==> src/thcc_pkg.sv <==
// Shared types and constants of the thermal channel command controller.
package thcc_pkg;

  localparam int unsigned CHANNEL_COUNT = 4;
  localparam int unsigned DUTY_W        = 7;
  localparam int unsigned S_TDATA_W     = 56;
  localparam int unsigned M_TDATA_W     = 32;

  typedef enum logic [2:0] {
    OP_TICK       = 3'd0,
    OP_SAFE_OFF   = 3'd1,
    OP_SET_POWER  = 3'd2,
    OP_ENABLE     = 3'd3,
    OP_DISABLE    = 3'd4,
    OP_GET_STATUS = 3'd5,
    OP_SELF_TEST  = 3'd6,
    OP_UNKNOWN    = 3'd7
  } op_t;

  typedef enum logic [1:0] {
    RSP_NONE = 2'd0,
    RSP_DONE = 2'd1,
    RSP_NACK = 2'd2
  } rsp_t;

  typedef enum logic [2:0] {
    ERR_NONE            = 3'd0,
    ERR_INVALID_PARAM   = 3'd1,
    ERR_INVALID_CHANNEL = 3'd2,
    ERR_DEVICE_BUSY     = 3'd3,
    ERR_UNKNOWN_CMD     = 3'd4
  } err_t;

  localparam logic [DUTY_W-1:0] DUTY_LIMIT_RESET = 7'd100;

  // Commands from the controller to the datapath.
  typedef struct packed {
    logic load;  // capture the accepted input word
    logic exec;  // apply the held command and load the result register
  } thcc_cmd_t;

endpackage

==> src/thermal_channel_command_controller.sv <==
// Top level of the thermal channel command controller.
//
//  port group  | dir | tdata (low bit up)                         | tuser
//  ------------+-----+--------------------------------------------+------------------
//  s_*         | in  | channel_number, duty_byte, param_rest,     | operation
//              |     | fault_inputs, zero pad                     |
//  m_*         | out | error_code, echo_operation, done_data,     | response
//              |     | drive duties 1/2, heaters 0/3, faults, pad |
//  duty_limit_*| in  | 7-bit duty limit, written when wen is high | -
//
// Each word is captured in the idle state, then the command is applied
// through the controller's execute state, which loads the result register.
// The result register parts the two sides: the next word is taken while a
// result waits, and only the execute step holds for a stalled m_tready.
// rst is synchronous: it clears the channel state, fault latches and valid,
// and reloads duty_limit with 100.
module thermal_channel_command_controller (
  input  logic                              clk,
  input  logic                              rst,
  input  logic                              s_tvalid,
  output logic                              s_tready,
  // channel_number[7:0], duty_byte[15:8], param_rest[47:16],
  // fault_inputs[49:48], zero [55:50]
  input  logic [thcc_pkg::S_TDATA_W-1:0]    s_tdata,
  // operation[2:0]
  input  logic [2:0]                        s_tuser,
  output logic                              m_tvalid,
  input  logic                              m_tready,
  // error_code[2:0], echo_operation[5:3], done_data[7:6],
  // drive_duty_first[14:8], drive_duty_second[21:15], disk_heater_on[22],
  // glass_heater_on[23], fault_status[25:24], zero [31:26]
  output logic [thcc_pkg::M_TDATA_W-1:0]    m_tdata,
  // response[1:0]
  output logic [1:0]                        m_tuser,
  input  logic                              duty_limit_wen,
  input  logic [thcc_pkg::DUTY_W-1:0]       duty_limit_wdata
);
  import thcc_pkg::*;

  thcc_cmd_t         cmd;
  logic [2:0]        error_code;
  logic [2:0]        echo_operation;
  logic [1:0]        done_data;
  logic [DUTY_W-1:0] duty_first;
  logic [DUTY_W-1:0] duty_second;
  logic              disk_on;
  logic              glass_on;
  logic [1:0]        fault_status;

  thcc_ctrl u_ctrl (
    .clk      (clk),
    .rst      (rst),
    .s_tvalid (s_tvalid),
    .s_tready (s_tready),
    .m_tvalid (m_tvalid),
    .m_tready (m_tready),
    .cmd      (cmd)
  );

  thcc_dp u_dp (
    .clk              (clk),
    .rst              (rst),
    .cmd              (cmd),
    .in_operation     (s_tuser),
    .in_channel       (s_tdata[7:0]),
    .in_duty          (s_tdata[15:8]),
    .in_rest          (s_tdata[47:16]),
    .in_faults        (s_tdata[49:48]),
    .duty_limit_wen   (duty_limit_wen),
    .duty_limit_wdata (duty_limit_wdata),
    .out_response     (m_tuser),
    .out_error        (error_code),
    .out_operation    (echo_operation),
    .out_done_data    (done_data),
    .out_duty_first   (duty_first),
    .out_duty_second  (duty_second),
    .out_disk_on      (disk_on),
    .out_glass_on     (glass_on),
    .out_fault_status (fault_status)
  );

  // pack the result word, zero padded to whole bytes
  assign m_tdata = {6'd0, fault_status, glass_on, disk_on, duty_second, duty_first,
                    done_data, echo_operation, error_code};

endmodule

==> src/thcc_ctrl.sv <==
// Controller state machine: input handshake, execute sequencing, result valid.
module thcc_ctrl (
  input  logic             clk,
  input  logic             rst,
  input  logic             s_tvalid,
  output logic             s_tready,
  output logic             m_tvalid,
  input  logic             m_tready,
  output thcc_pkg::thcc_cmd_t cmd
);
  import thcc_pkg::*;

  typedef enum logic [1:0] {
    ST_IDLE = 2'b01,
    ST_EXEC = 2'b10
  } state_t;

  state_t state;
  state_t state_next;
  logic   out_valid;
  logic   out_valid_next;
  logic   out_free;

  assign out_free = !out_valid || m_tready;
  assign s_tready = (state == ST_IDLE);
  assign m_tvalid = out_valid;

  always_comb begin
    state_next = state;
    cmd.load   = 1'b0;
    cmd.exec   = 1'b0;
    unique case (state)
      ST_IDLE: begin
        if (s_tvalid) begin
          cmd.load   = 1'b1;
          state_next = ST_EXEC;
        end
      end
      ST_EXEC: begin
        // hold until the result register is free
        if (out_free) begin
          cmd.exec   = 1'b1;
          state_next = ST_IDLE;
        end
      end
      default: state_next = ST_IDLE;
    endcase
  end

  always_comb begin
    out_valid_next = out_valid;
    if (cmd.exec) begin
      out_valid_next = 1'b1;
    end else if (out_valid && m_tready) begin
      out_valid_next = 1'b0;
    end
  end

  always_ff @(posedge clk) begin
    if (rst) begin
      state     <= ST_IDLE;
      out_valid <= 1'b0;
    end else begin
      state     <= state_next;
      out_valid <= out_valid_next;
    end
  end

endmodule

==> src/thcc_dp.sv <==
// Datapath: input register, channel state, command checks and result register.
module thcc_dp (
  input  logic                                 clk,
  input  logic                                 rst,
  input  thcc_pkg::thcc_cmd_t                  cmd,
  input  logic [2:0]                           in_operation,
  input  logic [7:0]                           in_channel,
  input  logic [7:0]                           in_duty,
  input  logic [31:0]                          in_rest,
  input  logic [1:0]                           in_faults,
  input  logic                                 duty_limit_wen,
  input  logic [thcc_pkg::DUTY_W-1:0]          duty_limit_wdata,
  output logic [1:0]                           out_response,
  output logic [2:0]                           out_error,
  output logic [2:0]                           out_operation,
  output logic [1:0]                           out_done_data,
  output logic [thcc_pkg::DUTY_W-1:0]          out_duty_first,
  output logic [thcc_pkg::DUTY_W-1:0]          out_duty_second,
  output logic                                 out_disk_on,
  output logic                                 out_glass_on,
  output logic [1:0]                           out_fault_status
);
  import thcc_pkg::*;

  // held input word
  op_t         op;
  logic [7:0]  channel;
  logic [7:0]  duty;
  logic [31:0] rest;
  logic [1:0]  faults;

  // channel state; only the Peltier duties can ever be nonzero
  logic [DUTY_W-1:0]        duty_limit;
  logic [DUTY_W-1:0]        duty_first;
  logic [DUTY_W-1:0]        duty_second;
  logic [CHANNEL_COUNT-1:0] enabled;
  logic [1:0]               fault_latch;

  logic [DUTY_W-1:0]        duty_first_next;
  logic [DUTY_W-1:0]        duty_second_next;
  logic [CHANNEL_COUNT-1:0] enabled_next;
  logic [1:0]               fault_latch_next;
  rsp_t                     rsp;
  err_t                     err;
  logic [1:0]               done_data;

  logic [1:0]               chi;
  logic                     ch_ok;
  logic                     zero_param;
  logic                     peltier;
  logic                     latched;
  logic                     duty_bad;
  logic [CHANNEL_COUNT-1:0] ch_bit;
  logic [CHANNEL_COUNT-1:0] en_sampled;

  always_comb begin
    chi              = channel[1:0];
    ch_ok            = (channel[7:2] == 6'd0);
    zero_param       = (duty == 8'd0) && (rest == 32'd0);
    peltier          = (chi == 2'd1) || (chi == 2'd2);
    ch_bit           = CHANNEL_COUNT'(1) << chi;
    duty_bad         = duty > {1'b0, duty_limit};
    // sample faults first: latch and drop the enable of a faulty channel
    fault_latch_next = fault_latch | faults;
    en_sampled       = enabled & ~{1'b0, faults, 1'b0};
    latched          = ((chi == 2'd1) && fault_latch_next[0]) ||
                       ((chi == 2'd2) && fault_latch_next[1]);

    enabled_next     = en_sampled;
    duty_first_next  = duty_first;
    duty_second_next = duty_second;
    rsp              = RSP_NACK;
    err              = ERR_NONE;
    done_data        = 2'd0;

    priority if (op == OP_TICK) begin
      rsp = RSP_NONE;
    end else if (op == OP_SAFE_OFF) begin
      if (!zero_param) begin
        err = ERR_INVALID_PARAM;
      end else begin
        enabled_next     = '0;
        duty_first_next  = '0;
        duty_second_next = '0;
        rsp              = RSP_DONE;
      end
    end else if (!ch_ok) begin
      err = ERR_INVALID_CHANNEL;
    end else begin
      unique case (op)
        OP_SET_POWER: begin
          if (!peltier || (rest != 32'd0) || duty_bad) begin
            err = ERR_INVALID_PARAM;
          end else if (latched) begin
            err = ERR_DEVICE_BUSY;
          end else begin
            if (chi == 2'd1) begin
              duty_first_next = duty[DUTY_W-1:0];
            end else begin
              duty_second_next = duty[DUTY_W-1:0];
            end
            rsp       = RSP_DONE;
            done_data = chi;
          end
        end
        OP_ENABLE: begin
          if (!zero_param) begin
            err = ERR_INVALID_PARAM;
          end else if (latched) begin
            err = ERR_DEVICE_BUSY;
          end else begin
            enabled_next = en_sampled | ch_bit;
            rsp          = RSP_DONE;
            done_data    = chi;
          end
        end
        OP_DISABLE: begin
          if (!zero_param) begin
            err = ERR_INVALID_PARAM;
          end else begin
            enabled_next = en_sampled & ~ch_bit;
            rsp          = RSP_DONE;
            done_data    = chi;
          end
        end
        OP_GET_STATUS: err = ERR_DEVICE_BUSY;
        OP_TICK, OP_SAFE_OFF, OP_SELF_TEST, OP_UNKNOWN: err = ERR_UNKNOWN_CMD;
        default: err = ERR_UNKNOWN_CMD;
      endcase
    end
  end

  always_ff @(posedge clk) begin
    if (cmd.load) begin
      op      <= op_t'(in_operation);
      channel <= in_channel;
      duty    <= in_duty;
      rest    <= in_rest;
      faults  <= in_faults;
    end
  end

  always_ff @(posedge clk) begin
    if (rst) begin
      duty_limit  <= DUTY_LIMIT_RESET;
      duty_first  <= '0;
      duty_second <= '0;
      enabled     <= '0;
      fault_latch <= '0;
    end else begin
      if (duty_limit_wen) begin
        duty_limit <= duty_limit_wdata;
      end
      if (cmd.exec) begin
        duty_first  <= duty_first_next;
        duty_second <= duty_second_next;
        enabled     <= enabled_next;
        fault_latch <= fault_latch_next;
      end
    end
  end

  // result register: drives follow from the state after the command
  always_ff @(posedge clk) begin
    if (cmd.exec) begin
      out_response     <= rsp;
      out_error        <= err;
      out_operation    <= op;
      out_done_data    <= done_data;
      out_duty_first   <= enabled_next[1] ? duty_first_next : '0;
      out_duty_second  <= enabled_next[2] ? duty_second_next : '0;
      out_disk_on      <= enabled_next[0];
      out_glass_on     <= enabled_next[3];
      out_fault_status <= fault_latch_next;
    end
  end

endmodule
==> config.mk <==
export PLATFORM = sky130hd
export DESIGN_NAME = thermal_channel_command_controller
export DESIGN_NICKNAME = d
export VERILOG_FILES = /design/src/thcc_pkg.sv /design/src/thermal_channel_command_controller.sv /design/src/thcc_ctrl.sv /design/src/thcc_dp.sv
export SDC_FILE = /design/constraint.sdc
export NUM_CORES = 1
export LEC_CHECK = 0
export BUFFER_PORTS_ARGS = -buffer_cell sky130_fd_sc_hd__buf_2
export CAP_MARGIN = 10
export CELL_PAD_IN_SITES_DETAIL_PLACEMENT = 0
export CELL_PAD_IN_SITES_GLOBAL_PLACEMENT = 1
export CORE_MARGIN = 3
export CORE_UTILIZATION = 48
export CTS_BUF_LIST = sky130_fd_sc_hd__clkbuf_4 sky130_fd_sc_hd__clkbuf_8
export DETAILED_ROUTE_END_ITERATION = 10
export GPL_ROUTABILITY_DRIVEN = 0
export PLACE_DENSITY_LB_ADDON = 0.15
export SLEW_MARGIN = 15
export SYNTH_ARGS = -nofsm -noshare
export SYNTH_HDL_FRONTEND = slang
export SYNTH_SLANG_ARGS = --single-unit
==> constraint.sdc <==
create_clock -name clk -period 7.05 [get_ports clk]
set_input_delay 0 -clock clk [delete_from_list [all_inputs] [get_ports clk]]
set_output_delay 0 -clock clk [all_outputs]
set_load 0.05 [all_outputs]
==> impl_metrics.json <==
{
  "outcome": "complete, no violations",
  "rows": 35,
  "io_pins": 107,
  "die_y_um": 106,
  "path_clk_slew_ns": 0.11,
  "nets": 628,
  "fin_crit_sh_pct": 46.2,
  "setup-tns-final_ns": 0,
  "dr_total_vias": 3534,
  "yosys_most_used_dff": "edfxtp_1",
  "fp.coreArea_um2": 9460,
  "drv_cap": 0,
  "critical_path_buf_inv_count": 0,
  "path_max_fanout": 8,
  "slew_headroom_pct": 27.5,
  "grt_pass1_wl_um": 18200,
  "ctsLongestPathBuffers": 2,
  "worst_ep_arrival_time_ns": 3.55,
  "slew_viol_final": 0,
  "final_util_pct": 65.6,
  "setup_violations": 0,
  "cts_sinks": 111,
  "worst_path_dominant_cell_family": "compound AO/OA/AOI/OAI gates",
  "grt_pass1_vias": 3640,
  "numCtsBuffers": 9,
  "netlist_area_um2": 4770,
  "grt_use_total_pct": 20.7,
  "die_area_um2": 11200,
  "min_path_type": "in2reg",
  "path_cells": "ha_1, a21o_1, a211oi_1, nand3_1, a2111oi_4, and3_1, o2bb2ai_1",
  "slowest_stage": "a2111oi_4",
  "synth_cell_types": 54,
  "insertion_delay_ns": 0.37,
  "synth_top_area_share_pct": 51.0,
  "cts_setup_buffers": 0,
  "crit_required_ns": 7.35,
  "ys_seq_elements": 111,
  "cts-htree-levels": 3,
  "synth_area_leaders": "edfxtp_1 51%, dfxtp_1 13%, nand2_1 3.0%",
  "period_needed_ns": 3.26,
  "synthCells": 388,
  "grt_overflow_total": 0,
  "ys_seq_area_share_pct": 63.6,
  "start_util_pct": 50.4,
  "vdd_ir_drop_max_uv": 125,
  "dr.pass1.iters": 4,
  "synth_top_cell_by_area": "edfxtp_1",
  "drt_iter0_drc": 133,
  "antennaDiodeCount": 0,
  "finalPower_uw": 1300,
  "cellLeakagePower_uw": 0.00227,
  "viasPerCell": 5.20,
  "fmax_mhz": 307,
  "synthToLayoutAreaGrowth_pct": 30.2,
  "drive_gt1_share_pct": 22.9,
  "port_buffers": 94,
  "syn_area_per_cell_um2": 12.3,
  "async_flop_share_pct": 0,
  "grt_max_degree": 55,
  "antenna_left": 0,
  "wl_um": 11000,
  "clock_skew_ns": 0.00912,
  "rsz0062_at_grt": "false",
  "final_hold_viol_count": 0,
  "synth_edf_count": 81,
  "hpwl_um": 6930,
  "drc": 0,
  "cpPeakStageDelay_ns": 0.75,
  "worst_setup_path_end_kind": "flip-flop",
  "die_w_um": 106,
  "start_kind": "flip-flop",
  "tightest_slew_ns": 1.08,
  "cts_tree": "yes",
  "powerDensity_nw_per_um2": 209,
  "grt_antenna_before_repair": 0,
  "root_buffer": "clkbuf_8",
  "synth_warnings": 0,
  "critPathKind": "reg2reg",
  "wl_per_cell_um": 16.2
}
[Yosys cell counts (2+ instances only)]
cell	count
nor4_1	10
nand4_1	6
nor3_1	2
nand2b_1	4
mux2i_1	8
and3_1	5
ha_1	11
clkbuf_1	9
a21oi_1	26
buf_1	2
edfxtp_1	81
o21ai_0	12
o211ai_1	8
inv_1	18
nor4_4	2
nor4_2	3
buf_4	8
nor2b_1	8
nand2_1	38
dfxtp_1	30
a211oi_1	5
a2111oi_4	2
and2_1	6
a21o_1	2
o2bb2ai_1	6
or2_2	3
nor2_1	23
a31oi_1	7
nand3_1	18
[cells in the final DEF (no fill, tap or decap), types with 3 or more instances in the layout]
| cell | instances |
|---|---|
| o211ai_1 | 8 |
| nand3_1 | 18 |
| a31oi_1 | 7 |
| dlygate4sd3_1 | 66 |
| nor4_1 | 10 |
| o21ai_0 | 12 |
| or2_2 | 3 |
| buf_2 | 94 |
| nand2b_1 | 4 |
| nand4_1 | 6 |
| dfxtp_1 | 30 |
| a211oi_1 | 5 |
| clkbuf_8 | 9 |
| nor2b_1 | 8 |
| nor4_2 | 3 |
| and2_1 | 5 |
| a21oi_1 | 26 |
| o2bb2ai_1 | 6 |
| edfxtp_1 | 81 |
| mux2i_1 | 8 |
| and3_1 | 5 |
| inv_1 | 18 |
| nor2_1 | 23 |
| conb_1 | 6 |
| nand2_1 | 38 |
| ha_1 | 11 |
[sequential cells by signal (all words and copies together), names as in the netlist, 3 cells and up]
name / count
u_dp.duty_second: 7
u_dp.out_operation: 3
u_dp.out_error: 3
u_dp.enabled: 4
u_dp.duty_limit: 7
u_dp.out_duty_first: 7
u_dp.channel: 8
u_dp.rest: 32
u_dp.duty: 8
u_dp.duty_first: 7
u_dp.op: 3
u_dp.out_duty_second: 7
[area by class of cell]
type                            instances  area (µm²)
Inverter                               18        67.6
Sequential cell                       111        3030
Fill cell                             733        3250
Clock buffer                            9         124
Multi-Input combinational cell        244        1570
Tap cell                              129         161
Clock inverter                          7         100
Timing Repair Buffer                  162        1150
[final timing paths]
| kind | startpoint | to | slack [ns] | depth (start not counted) |
|---|---|---|---|---|
| setup / recovery | u_dp.duty[5] | u_dp.duty_first[6] | 3.79 | 7 |
| hold / removal | duty_limit_wen | u_dp.duty_limit[3] | 0.04 | 3 |
| setup reg to reg | u_dp.duty[5] | u_dp.duty_first[6] | 3.79 | 7 |
| hold reg to reg | u_dp.duty_first[2] | u_dp.duty_first[2] | 0.47 | 2 |
[where the power goes]
group / switching, µW / internal [µW] / total (µW)
clock: 236 / 176 / 412
sequential: 19.5 / 733 / 753
combinational: 74.0 / 59.2 / 133
[cell families after synthesis]
| kind of cell | after synthesis | share of synthesized area (%) |
|---|---|---|
| flops | 111 | 63.6 |
| mux | 8 | 1.68 |
| simple gates | 135 | 15.5 |
| buf+inv | 38 | 3.78 |
| other cells | 1 | 0.0787 |
| compound gates | 84 | 12.4 |
| fa+ha+maj | 11 | 2.89 |
[per-layer routing]
metal | routed length [µm] | vias up | global-route usage [%]
li1 | - | 1768 | -
met1 | 4670 | 1641 | 26.7
met2 | 5580 | 112 | 35.1
met3 | 656 | 13 | 4.90
met4 | 121 | 0 | 5.55
met5 | 0 | - | 0
[worst register-to-register path: cells and delay by family, from the launching register on]
kind	cells	cell delay [ns]
compound gates	4	1.53
simple gates	2	0.81
flops	1	0.51
fa+ha+maj	1	0.34
[per-stage QoR]
step	hold WS, ns	cells	setup slack (ns)	cell area (µm²)
after floorplan	0.0989	393	4.17	4780
after global placement	0.177	598	3.89	5320
after detailed placement	0.178	598	3.80	5320
after CTS	0.0317	680	3.78	6200
after global routing	0.0356	680	3.45	6210
final	0.0359	680	3.79	6210
[repair_timing]
| action | in CTS | in global routing |
|---|---|---|
| resized for setup | 0 | 0 |
| hold buffers | 66 | 0 |
| endpoints found under the hold margin | 63 | 0 |
No activity file was read; power rests on OpenSTA's default activity.
